--- src/hw/rtl/irla_pkg.sv ---
`default_nettype none
package irla_pkg;

  localparam int SENSOR_W   = 2;
  localparam int SAMPLE_W   = 10;
  localparam int DIST_W     = 17;
  localparam int VOLT_W     = 16;
  localparam int CDIST_W    = 14;
  localparam int CIDX_W     = 5;

  localparam int SHORT_POINTS = 18;
  localparam int LONG_POINTS  = 15;

  localparam logic [DIST_W-1:0] SHORT_SENTINEL = 17'd1;
  localparam logic [DIST_W-1:0] LONG_SENTINEL  = 17'd92000;
  // largest in-chart result: 150.00 cm in hundredths of an inch
  localparam logic [DIST_W-1:0] MAX_IN_CHART   = 17'd5905;

  localparam int MV_PER_COUNT = 49;   // 0.1 mV units per converter count
  localparam int SCALE_NUM    = 100;
  localparam int SCALE_DEN    = 254;

  // restoring divider for the interpolation: quotient always fits QUO_W bits
  localparam int QUO_W  = 17;
  localparam int DIVD_W = 34;
  localparam int DVS_W  = 21;
  localparam int TOT_W  = 27;

  localparam int WINDOW_LEN_DEF   = 10;
  localparam int SENSOR_COUNT_DEF = 4;

  localparam logic [CIDX_W-1:0] SHORT_LAST = 5'd17;
  localparam logic [CIDX_W-1:0] LONG_LAST  = 5'd14;

  function automatic logic [VOLT_W-1:0] chart_volt(input logic is_long,
                                                   input logic [CIDX_W-1:0] idx);
    logic [VOLT_W-1:0] r;
    r = '0;
    if (is_long) begin
      case (idx)
        5'd0:  r = 16'd27500;
        5'd1:  r = 16'd25100;
        5'd2:  r = 16'd20000;
        5'd3:  r = 16'd15100;
        5'd4:  r = 16'd12500;
        5'd5:  r = 16'd10500;
        5'd6:  r = 16'd9000;
        5'd7:  r = 16'd8000;
        5'd8:  r = 16'd7000;
        5'd9:  r = 16'd6500;
        5'd10: r = 16'd6000;
        5'd11: r = 16'd5500;
        5'd12: r = 16'd5000;
        5'd13: r = 16'd4900;
        5'd14: r = 16'd4600;
        default: r = '0;
      endcase
    end else begin
      case (idx)
        5'd0:  r = 16'd30400;
        5'd1:  r = 16'd30100;
        5'd2:  r = 16'd27500;
        5'd3:  r = 16'd23700;
        5'd4:  r = 16'd20100;
        5'd5:  r = 16'd17800;
        5'd6:  r = 16'd15700;
        5'd7:  r = 16'd14000;
        5'd8:  r = 16'd12700;
        5'd9:  r = 16'd10600;
        5'd10: r = 16'd9300;
        5'd11: r = 16'd8100;
        5'd12: r = 16'd7400;
        5'd13: r = 16'd6500;
        5'd14: r = 16'd5300;
        5'd15: r = 16'd4200;
        5'd16: r = 16'd3800;
        5'd17: r = 16'd3000;
        default: r = '0;
      endcase
    end
    return r;
  endfunction

  function automatic logic [CDIST_W-1:0] chart_dist(input logic is_long,
                                                    input logic [CIDX_W-1:0] idx);
    logic [CDIST_W-1:0] r;
    r = '0;
    if (is_long) begin
      case (idx)
        5'd0:  r = 14'd1000;
        5'd1:  r = 14'd2000;
        5'd2:  r = 14'd3000;
        5'd3:  r = 14'd4000;
        5'd4:  r = 14'd5000;
        5'd5:  r = 14'd6000;
        5'd6:  r = 14'd7000;
        5'd7:  r = 14'd8000;
        5'd8:  r = 14'd9000;
        5'd9:  r = 14'd10000;
        5'd10: r = 14'd11000;
        5'd11: r = 14'd12000;
        5'd12: r = 14'd13000;
        5'd13: r = 14'd14000;
        5'd14: r = 14'd15000;
        default: r = '0;
      endcase
    end else begin
      case (idx)
        5'd0:  r = 14'd290;
        5'd1:  r = 14'd350;
        5'd2:  r = 14'd400;
        5'd3:  r = 14'd490;
        5'd4:  r = 14'd600;
        5'd5:  r = 14'd700;
        5'd6:  r = 14'd800;
        5'd7:  r = 14'd900;
        5'd8:  r = 14'd1000;
        5'd9:  r = 14'd1200;
        5'd10: r = 14'd1400;
        5'd11: r = 14'd1600;
        5'd12: r = 14'd1800;
        5'd13: r = 14'd2000;
        5'd14: r = 14'd2500;
        5'd15: r = 14'd3000;
        5'd16: r = 14'd3500;
        5'd17: r = 14'd4000;
        default: r = '0;
      endcase
    end
    return r;
  endfunction

endpackage
`default_nettype wire

--- src/hw/rtl/ir_range_linearize_and_average.sv ---
// From the accepting edge to out_valid: the search walks the chart one segment a cycle. Inside the
// chart two multiply steps, scaling and a 17-step divide follow; an out-of-range sample goes
// straight to the window step, which fills the window on a sensor's first sample, on later ones
// reads, updates and takes the mean, and is skipped for a sensor without a window.
// One word at a time: a new sample is accepted only in the idle state.
// Reset (rst, synchronous): clears window-filled flags and heads, drops out_valid, sets long_idx to 3.
`default_nettype none
module ir_range_linearize_and_average
  import irla_pkg::*;
#(
  parameter int WINDOW_LEN   = WINDOW_LEN_DEF,
  parameter int SENSOR_COUNT = SENSOR_COUNT_DEF
) (
  input  wire logic                clk,
  input  wire logic                rst,
  input  wire logic                cfg_valid,
  output logic                     cfg_ready,
  input  wire logic [SENSOR_W-1:0] cfg_data,
  input  wire logic                in_valid,
  output logic                     in_ready,
  input  wire logic [SENSOR_W-1:0] sensor,
  input  wire logic [SAMPLE_W-1:0] sample,
  output logic                     out_valid,
  input  wire logic                out_ready,
  output logic [DIST_W-1:0]        distance,
  output logic                     out_of_range,
  output logic [DIST_W-1:0]        window_average
);

  localparam int SEN_W   = (SENSOR_COUNT > 1) ? $clog2(SENSOR_COUNT) : 1;
  localparam int HEAD_W  = $clog2(WINDOW_LEN);
  localparam int DEPTH   = SENSOR_COUNT * WINDOW_LEN;
  localparam int ADDR_W  = $clog2(DEPTH);
  localparam int SUM_W   = DIST_W + $clog2(WINDOW_LEN);
  localparam int DCNT_W  = $clog2(QUO_W);
  // mean by reciprocal multiplication, exact for any SUM_W-bit sum
  localparam int RECIP_W   = SUM_W + 1;
  localparam int PROD_W    = SUM_W + RECIP_W;
  localparam int AVG_SHIFT = SUM_W + $clog2(WINDOW_LEN);
  localparam logic [RECIP_W-1:0] AVG_RECIP =
    RECIP_W'(((64'd1 << AVG_SHIFT) + 64'(WINDOW_LEN) - 64'd1) / 64'(WINDOW_LEN));

  typedef enum logic [3:0] {
    S_IDLE, S_SEARCH, S_MUL_A, S_MUL_B, S_SCALE, S_DIV,
    S_WIN, S_FILL, S_UPDATE, S_AVG, S_DONE
  } state_t;

  state_t state;

  logic [SENSOR_W-1:0] long_idx;
  logic                is_long;
  logic                oor;
  logic                in_win;
  logic [SEN_W-1:0]    sidx;
  logic [ADDR_W-1:0]   win_base;
  logic [VOLT_W-1:0]   volt;
  logic [CIDX_W-1:0]   cidx;

  logic [VOLT_W-1:0]   den;
  logic [VOLT_W-1:0]   vdiff;
  logic [CDIST_W-1:0]  dt_lo;
  logic [CDIST_W-1:0]  ddiff;
  logic [TOT_W-1:0]    tot;
  logic [DIST_W-1:0]   lin_dist;
  logic [DIST_W-1:0]   avg;

  logic [DVS_W-1:0]    rem;
  logic [QUO_W-1:0]    q_sh;
  logic [DVS_W-1:0]    divisor;
  logic [DCNT_W-1:0]   div_cnt;

  logic [HEAD_W-1:0]   fill_cnt;
  logic                filled [SENSOR_COUNT];
  logic [HEAD_W-1:0]   head   [SENSOR_COUNT];
  logic [SUM_W-1:0]    sum    [SENSOR_COUNT];

  logic [DIST_W-1:0]   mem [DEPTH];
  logic [DIST_W-1:0]   mem_rdata;
  logic                mem_we;
  logic [ADDR_W-1:0]   mem_waddr;
  logic [ADDR_W-1:0]   mem_raddr;

  // combinational helpers
  logic [VOLT_W-1:0]   volt_in;
  logic                long_in;
  logic                oor_in;
  logic [VOLT_W-1:0]   vt_cur;
  logic [VOLT_W-1:0]   vt_nxt;
  logic [CDIST_W-1:0]  dt_cur;
  logic [CDIST_W-1:0]  dt_nxt;
  logic [TOT_W-1:0]    prod_a;
  logic [TOT_W-1:0]    prod_b;
  logic [DIVD_W-1:0]   num_scaled;
  logic [DVS_W-1:0]    dvs_scaled;
  logic [DVS_W:0]      trial;
  logic                q_bit;
  logic [DVS_W:0]      trial_sub;
  logic [SUM_W-1:0]    sum_new;
  logic [PROD_W-1:0]   avg_prod;
  logic                out_free;

  assign cfg_ready = 1'b1;
  assign in_ready  = (state == S_IDLE);
  assign out_free  = !out_valid || out_ready;

  always_comb begin
    volt_in = VOLT_W'(sample) * VOLT_W'(MV_PER_COUNT);
    long_in = (sensor == long_idx);
    oor_in  = (volt_in > chart_volt(long_in, '0)) ||
              (volt_in < chart_volt(long_in, long_in ? LONG_LAST : SHORT_LAST));
    vt_cur  = chart_volt(is_long, cidx);
    vt_nxt  = chart_volt(is_long, cidx + 1'b1);
    dt_cur  = chart_dist(is_long, cidx);
    dt_nxt  = chart_dist(is_long, cidx + 1'b1);
    prod_a  = TOT_W'(dt_lo) * TOT_W'(den);
    prod_b  = TOT_W'(vdiff) * TOT_W'(ddiff);
    num_scaled = DIVD_W'(tot) * DIVD_W'(SCALE_NUM);
    dvs_scaled = DVS_W'(den) * DVS_W'(SCALE_DEN);
    trial     = {rem, q_sh[QUO_W-1]};
    q_bit     = (trial >= {1'b0, divisor});
    trial_sub = trial - {1'b0, divisor};
    sum_new   = sum[sidx] - SUM_W'(mem_rdata) + SUM_W'(lin_dist);
    avg_prod  = {{RECIP_W{1'b0}}, sum[sidx]} * {{SUM_W{1'b0}}, AVG_RECIP};
  end

  // window store: one write port, one registered read port
  always_comb begin
    mem_we    = (state == S_FILL) || (state == S_UPDATE);
    mem_raddr = win_base + ADDR_W'(head[sidx]);
    mem_waddr = (state == S_FILL) ? (win_base + ADDR_W'(fill_cnt)) : mem_raddr;
  end

  always_ff @(posedge clk) begin
    if (mem_we) begin
      mem[mem_waddr] <= lin_dist;
    end
    mem_rdata <= mem[mem_raddr];
  end

  always_ff @(posedge clk) begin
    if (rst) begin
      state     <= S_IDLE;
      long_idx  <= 2'd3;
      out_valid <= 1'b0;
      for (int i = 0; i < SENSOR_COUNT; i++) begin
        filled[i] <= 1'b0;
        head[i]   <= '0;
      end
    end else begin
      if (cfg_valid && cfg_ready) begin
        long_idx <= cfg_data;
      end

      if (state == S_DONE && out_free) begin
        out_valid <= 1'b1;
      end else if (out_ready) begin
        out_valid <= 1'b0;
      end

      case (state)
        S_IDLE: begin
          if (in_valid) begin
            volt     <= volt_in;
            is_long  <= long_in;
            oor      <= oor_in;
            in_win   <= (int'(sensor) < SENSOR_COUNT);
            sidx     <= SEN_W'(sensor);
            win_base <= ADDR_W'(int'(sensor) * WINDOW_LEN);
            cidx     <= '0;
            state    <= S_SEARCH;
          end
        end
        S_SEARCH: begin
          if (oor) begin
            lin_dist <= is_long ? LONG_SENTINEL : SHORT_SENTINEL;
            state    <= S_WIN;
          end else if (volt >= vt_nxt) begin
            den   <= vt_cur - vt_nxt;
            vdiff <= vt_cur - volt;
            dt_lo <= dt_cur;
            ddiff <= dt_nxt - dt_cur;
            state <= S_MUL_A;
          end else begin
            cidx <= cidx + 1'b1;
          end
        end
        S_MUL_A: begin
          tot   <= prod_a;
          state <= S_MUL_B;
        end
        S_MUL_B: begin
          tot   <= tot + prod_b;
          state <= S_SCALE;
        end
        S_SCALE: begin
          rem     <= DVS_W'(num_scaled[DIVD_W-1:QUO_W]);
          q_sh    <= num_scaled[QUO_W-1:0];
          divisor <= dvs_scaled;
          div_cnt <= '0;
          state   <= S_DIV;
        end
        S_DIV: begin
          rem     <= q_bit ? trial_sub[DVS_W-1:0] : trial[DVS_W-1:0];
          q_sh    <= {q_sh[QUO_W-2:0], q_bit};
          div_cnt <= div_cnt + 1'b1;
          if (div_cnt == DCNT_W'(QUO_W - 1)) begin
            lin_dist <= {q_sh[QUO_W-2:0], q_bit};
            state    <= S_WIN;
          end
        end
        S_WIN: begin
          if (!in_win) begin
            avg   <= '0;
            state <= S_DONE;
          end else if (!filled[sidx]) begin
            fill_cnt <= '0;
            state    <= S_FILL;
          end else begin
            // read of the oldest word issued here, data arrives next cycle
            state <= S_UPDATE;
          end
        end
        S_FILL: begin
          fill_cnt <= fill_cnt + 1'b1;
          if (fill_cnt == HEAD_W'(WINDOW_LEN - 1)) begin
            filled[sidx] <= 1'b1;
            head[sidx]   <= '0;
            sum[sidx]    <= SUM_W'(lin_dist * WINDOW_LEN);
            avg          <= lin_dist;
            state        <= S_DONE;
          end
        end
        S_UPDATE: begin
          sum[sidx]  <= sum_new;
          head[sidx] <= (head[sidx] == HEAD_W'(WINDOW_LEN - 1)) ? '0 : head[sidx] + 1'b1;
          state      <= S_AVG;
        end
        S_AVG: begin
          avg   <= avg_prod[AVG_SHIFT +: DIST_W];
          state <= S_DONE;
        end
        S_DONE: begin
          if (out_free) begin
            distance       <= lin_dist;
            out_of_range   <= oor;
            window_average <= avg;
            state          <= S_IDLE;
          end
        end
        default: state <= S_IDLE;
      endcase
    end
  end

endmodule
`default_nettype wire

--- config.mk ---
export PLATFORM = sky130hd
export DESIGN_NAME = ir_range_linearize_and_average
export DESIGN_NICKNAME = d
export VERILOG_FILES = /design/src/hw/rtl/irla_pkg.sv /design/src/hw/rtl/ir_range_linearize_and_average.sv
export SDC_FILE = /design/constraint.sdc
export NUM_CORES = 2
export LEC_CHECK = 0
export ABC_AREA = 1
export BUFFER_PORTS_ARGS = -buffer_cell sky130_fd_sc_hd__buf_2
export CAP_MARGIN = 10
export CORE_ASPECT_RATIO = 0.6
export CORE_MARGIN = 10
export CORE_UTILIZATION = 62
export CTS_CLUSTER_DIAMETER = 30
export DETAILED_ROUTE_END_ITERATION = 8
export GPL_ROUTABILITY_DRIVEN = 1
export PLACE_DENSITY = 0.81
export SLEW_MARGIN = 20
export SYNTH_ARGS = -nofsm -noshare
export SYNTH_HDL_FRONTEND = slang
export SYNTH_MEMORY_MAX_BITS = 65536
export SYNTH_SLANG_ARGS = --single-unit
--- constraint.sdc ---
create_clock -name clk -period 14.23 [get_ports clk]
set_clock_uncertainty 0.05 [all_clocks]
set_input_delay 0 -clock clk [delete_from_list [all_inputs] [get_ports clk]]
set_output_delay 0 -clock clk [all_outputs]
set_load 0.03 [all_outputs]
* Word level (Yosys, flattened, before mapping) *
Memory sizes are Yosys's and may differ from the RTL's. A register that Yosys moved wholly into a read port is not among the register bits.
Index checks and enable logic that the tools add are counted.

operators by class
  add/sub/neg operators = 13
  multipliers = 8
  $lt $le $gt $ge = 4
  equality and inequality tests = 23
  multiplexer cells = 67
  bitwise logic cells = 5
  reductions and logical operators = 26

operator list
  cell                      count
  $pmux W17 S2              3
  $mux W16                  6
  $mux W17                  4
  $mux W14                  4
  $pmux W27 S2              1
  $mux W4                   13
  $pmux W4 S11              1
  $mux W21                  2
  $pmux W21 S2              1
  $mul A21 B20 Y40 const B  1
  $mul A27 B5 Y32 const B   1
  $sub A16 B16 Y16          2
  $mux W5                   6
  $add A27 B27 Y27          1
  $mul A14 B16 Y27          1
  $mul A16 B14 Y27          1
  $ge A22 B21 Y1            1
  $add A21 B17 Y21          1
  $sub A21 B17 Y21          1
  $sub A21 B21 Y21          1
  $eq A4 B4 Y1 const B      5
  $mul A16 B7 Y20 const B   1
  $mul A17 B3 Y20 const B   1
  $pmux W5 S2               2
  other kinds (36)          85

word-level totals
  flip-flop bits (word level) = 260
  memory bits (writable) = 784
  memory bits (read-only) = 2928
  input bits = 19
  output and inout port bits = 38
  word-level logic and storage cells = 184
  memories kept = 14

memories
  memory           depth  width  read ports  clocked after memory_dff  wr ports  line                                  source
  mem              40     17     1           1                         1         ir_range_linearize_and_average.sv:77  logic [DIST_W-1:0] mem [DEPTH];
  (no name shown)  32     13     1           0                         0         irla_pkg.sv:59                        case (idx)
  (no name shown)  32     13     1           1                         0         irla_pkg.sv:59
  (no name shown)  32     13     1           0                         0         irla_pkg.sv:59
  (no name shown)  32     11     1           1                         0         irla_pkg.sv:108                       case (idx)
  (no name shown)  32     11     1           0                         0         irla_pkg.sv:108
  8 more memories  n/a    n/a    n/a         n/a                       n/a       n/a

* Logic depth before layout (Yosys ltp) *
An unclocked memory read counts as a cell.

  depth in word-level cells = 9
  depth in mapped cells = 35
  mapped depth without buffers = 31

* Worst setup path after synthesis *
No wires, ideal clock.

  path type = register -> register
  start = register (tool-made name)
  end = register avg[13], data pin
  library setup time = 266 ps
  arrival = 6526 ps
  required time = 13914 ps
  setup slack = 7388 ps
  stages on the path, launching flop included = 33
  path buffers = 4
  period minus slack after synthesis = 6842 ps
  cells stage by stage = dfxtp_1 -> buf_2 -> inv_2 -> buf_2 -> buf_1 -> clkbuf_1 -> nand2_1 -> a32oi_1 -> inv_1 -> ha_1 -> inv_1 -> fa_1 -> ha_1 -> inv_1 -> fa_1 -> inv_1 -> fa_1 -> fa_1 -> inv_1 -> fa_1 -> inv_1 -> ha_1 -> nand2_1 -> nor2_1 -> inv_1 -> nor2_1 -> inv_1 -> nor4_1 -> nand4_1 -> nand3_1 -> nand2_1 -> nand3_1 -> o21ai_0

RTL lines
  item                  line                                   source
  end signal, assigned  ir_range_linearize_and_average.sv:229  avg <= lin_dist;
  end signal, assigned  ir_range_linearize_and_average.sv:239  avg <= avg_prod[AVG_SHIFT +: DIST_W];
  end, declared         ir_range_linearize_and_average.sv:65   logic [DIST_W-1:0] avg;

==> results.py <==
metrics = {
    "drt": {
        "vias": 59000,
        "dr.pass1.iters": 6,
        "drc": 0,
        "ant_nets": 0,
        "drt_first_iter_violations": 8523,
        "wirelength_um": 229000,
        "vias_per_cell": 6.15,
        "wl_per_cell_um": 23.9,
    },
    "final_layout": {
        "fillCellCount": 8860,
        "stdcell_count": 9593,
        "drive_above_1_share_pct": 6.20,
        "syn2layout_area_growth_pct": 9.85,
        "seqCellArea_sq_mm": 0.0323,
        "nets": 9065,
        "multi_input_area_sq_mm": 0.0382,
    },
    "timing": {
        "maxSlewHeadroom_pct": 19.5,
        "rsz0062_at_grt": "false",
        "tns_ps": 0,
        "worstMarginPinSlew_ps": 1210,
        "min_period_ps": 8280,
        "final.setup.worst_slack_ps": 5950,
        "finalHoldViolCount": 0,
        "period_share_pct": 58.2,
        "maxSlewViolCount": 0,
        "setup_viol": 0,
        "holdWs_ps": 124,
        "max_freq_mhz": 121,
    },
    "critical_path": {
        "r2r_cells": 30,
        "crit_top_cell": "inv_1",
        "slowest_delay_ps": 590,
        "r2r_end": "avg[11]",
        "crit_slowest_cell": "o21ai_0",
        "critPathRequiredTime_ps": 14710,
        "crit_type": "reg -> reg",
        "arrival_ps": 8760,
        "worstSetupStartpointType": "flop",
        "cp_max_fo": 53,
        "r2r_slack_ps": 5950,
        "end_kind": "flop",
    },
    "global_route": {
        "grt_pass1_wl_um": 345000,
        "grt_max_degree": 163,
        "grt_usage_pct": 32.7,
        "grt_remaining_overflow": 0,
        "first_global_vias": 55900,
        "grt_antenna_before_repair": 4,
    },
    "run": {
        "cap_violations": 0,
    },
    "hold_path": {
        "hold_path.class": "in -> reg",
        "min_from": "sensor[1]",
        "min_delay_path_depth": 2,
        "whs_endpoint": "win_base[4]",
    },
    "clocking": {
        "clk_latency_ps": 800,
        "cts_resized": 0,
        "clk_path_buf_depth": 3,
        "htree_levels": 4,
        "cts_tree": "yes",
        "cts.sinks": 1099,
        "cts_buffers": 151,
        "cts_root_buffer": "clkbuf_16",
        "cts.clk_slew.worst_paths_ps": 60,
        "cts_setup_buffers": 0,
        "cts_hold_buf": 24,
    },
    "yosys": {
        "postSynthCellCount": 7789,
        "synth_seq_cells": 1099,
        "synth_flop_cell": "edfxtp_1",
        "synthAdderAreaFrac_pct": 24.8,
        "synth_top_family_by_area": "adder cells",
        "ys.warnings.count": 0,
        "synthXorXnorAreaFrac_pct": 1.99,
        "ys_seq_area_share_pct": 42.2,
        "synth_compound_area_share_pct": 10.8,
        "ys_types": 63,
        "synth_enable_flop_cells": 1025,
        "synth_area_per_cell_sq_um": 9.82,
        "netlist_area_sq_mm": 0.0765,
        "yosys.area_share.simple_pct": 12.2,
        "synth.area.mux_share_pct": 0,
        "async_reset_ff_share_pct": 0,
        "synth_nets": 9005,
    },
    "die": {
        "die_height_um": 292,
        "start_util_pct": 62.7,
        "rows": 99,
        "die_area_sq_mm": 0.138,
        "ios": 57,
        "die_w_um": 473,
        "core_sq_mm": 0.122,
    },
    "placement": {
        "routabilityCongestion": 1.03,
        "pre_cts_ws_ps": 6210,
        "hpwl_um": 166000,
        "dp.cells": 9288,
        "io_buffers": 55,
    },
    "outcome": {
        "outcome": "finished, final reports clean",
    },
}
layout make-up:
class,count,area share [%]
diodes,3,0.00894
clock buffers,163,4.60
clock inverters,115,1.63
inverters,1331,5.97
multi-input cells,5083,45.4
flip-flops and latches,1099,38.4
well taps,1616,2.41
repair buffers,183,1.54
sequential cells by signal, summed over array words and instances, names as in the netlist, 17 cells and up, named ones only:
name,flops
tot,26
lin_dist,17
mem_rdata,17
avg,17
window_average,17
distance,17
sum,84
q_sh,17
mem,680
rem,21
divisor,18
kinds of logic after synthesis:
kind of cell / count (synthesis)
AOI/OAI and AO/OA: 1413
and+or+nand+nor: 2298
other: 1
DFF: 1099
adders and majority gates: 1197
xor gates and xnor gates: 174
buffers and inverters: 1607
cell usage in the layout, fill, tap and decap left out, types with 14 or more instances in the layout:
cell type and instances:
a21o_1 31, o22ai_1 105, clkbuf_16 152, o21bai_1 25
xor2_1 94, fa_1 532, a32oi_1 15, nand4_1 35
clkinv_1 15, o221ai_1 37, a31oi_1 23, or2_2 14
buf_4 104, buf_2 55, a21boi_0 14, inv_1 1310
o21ai_0 605, a21oi_1 319, nor2_1 739, ha_1 663
dfxtp_1 73, clkinv_2 17, nand2_1 1165, edfxtp_1 1025
xnor2_1 79, nand3_1 249, nor3_1 30, clkinv_4 15
dlygate4sd3_1 24, o211ai_1 161, inv_8 15, inv_6 27
worst max-delay path by stage:
| stage | cells after the start | from | to | slack [ps] |
|---|---|---|---|---|
| after floorplan | 32 | flop | avg[13] | 7390 |
| after global placement | 30 | flop | avg[11] | 6360 |
| after detailed placement | 30 | flop | avg[11] | 6210 |
| after CTS | 30 | flop | avg[11] | 6150 |
| after global routing | 30 | flop | avg[11] | 5550 |
| final | 30 | flop | avg[11] | 5950 |
metal layers:
| layer | track usage (%) | routed length (um) | up-vias |
|---|---|---|---|
| met5 | 0 | 0 | - |
| met4 | 7.56 | 5020 | 0 |
| met3 | 13.9 | 39800 | 370 |
| met2 | 40.9 | 86000 | 4083 |
| met1 | 51.2 | 98400 | 28400 |
| li1 | - | - | 26100 |
critical path, delay by kind of cell, from the launching register on:
kind / cells / cell delay, ps
AOI/OAI and AO/OA: 2 / 1100
adders and majority gates: 8 / 3480
DFF: 1 / 310
buffers and inverters: 10 / 1870
and+or+nand+nor: 10 / 1150
synth_stat cells (43+ instances only):
cell type / count / share of area [%]
buf_2: 43 / 0.28
inv_1: 1314 / 6.5
nor2_1: 745 / 3.7
nand2_1: 1165 / 5.7
fa_1: 533 / 14
o21ai_0: 606 / 4.0
edfxtp_1: 1025 / 40
dfxtp_1: 74 / 1.9
o22ai_1: 105 / 0.86
nand3_1: 249 / 1.6
xnor2_1: 79 / 0.90
ha_1: 664 / 11
xor2_1: 95 / 1.1
o211ai_1: 161 / 1.6
clkbuf_1: 212 / 1.0
a21oi_1: 320 / 2.1
metrics by stage:
| stage | utilization [%] | instance area [sq um] |
|---|---|---|
| floorplan | - | 76500 |
| global placement | 64.3 | 78500 |
| detailed placement | 64.3 | 78500 |
| CTS | 68.8 | 84000 |
| global route | 68.8 | 84000 |
| finish | 68.8 | 84000 |
Power is left out: the tool's default activity adds up to more than one toggle a clock period on the data nets, which glitch-free logic cannot reach.
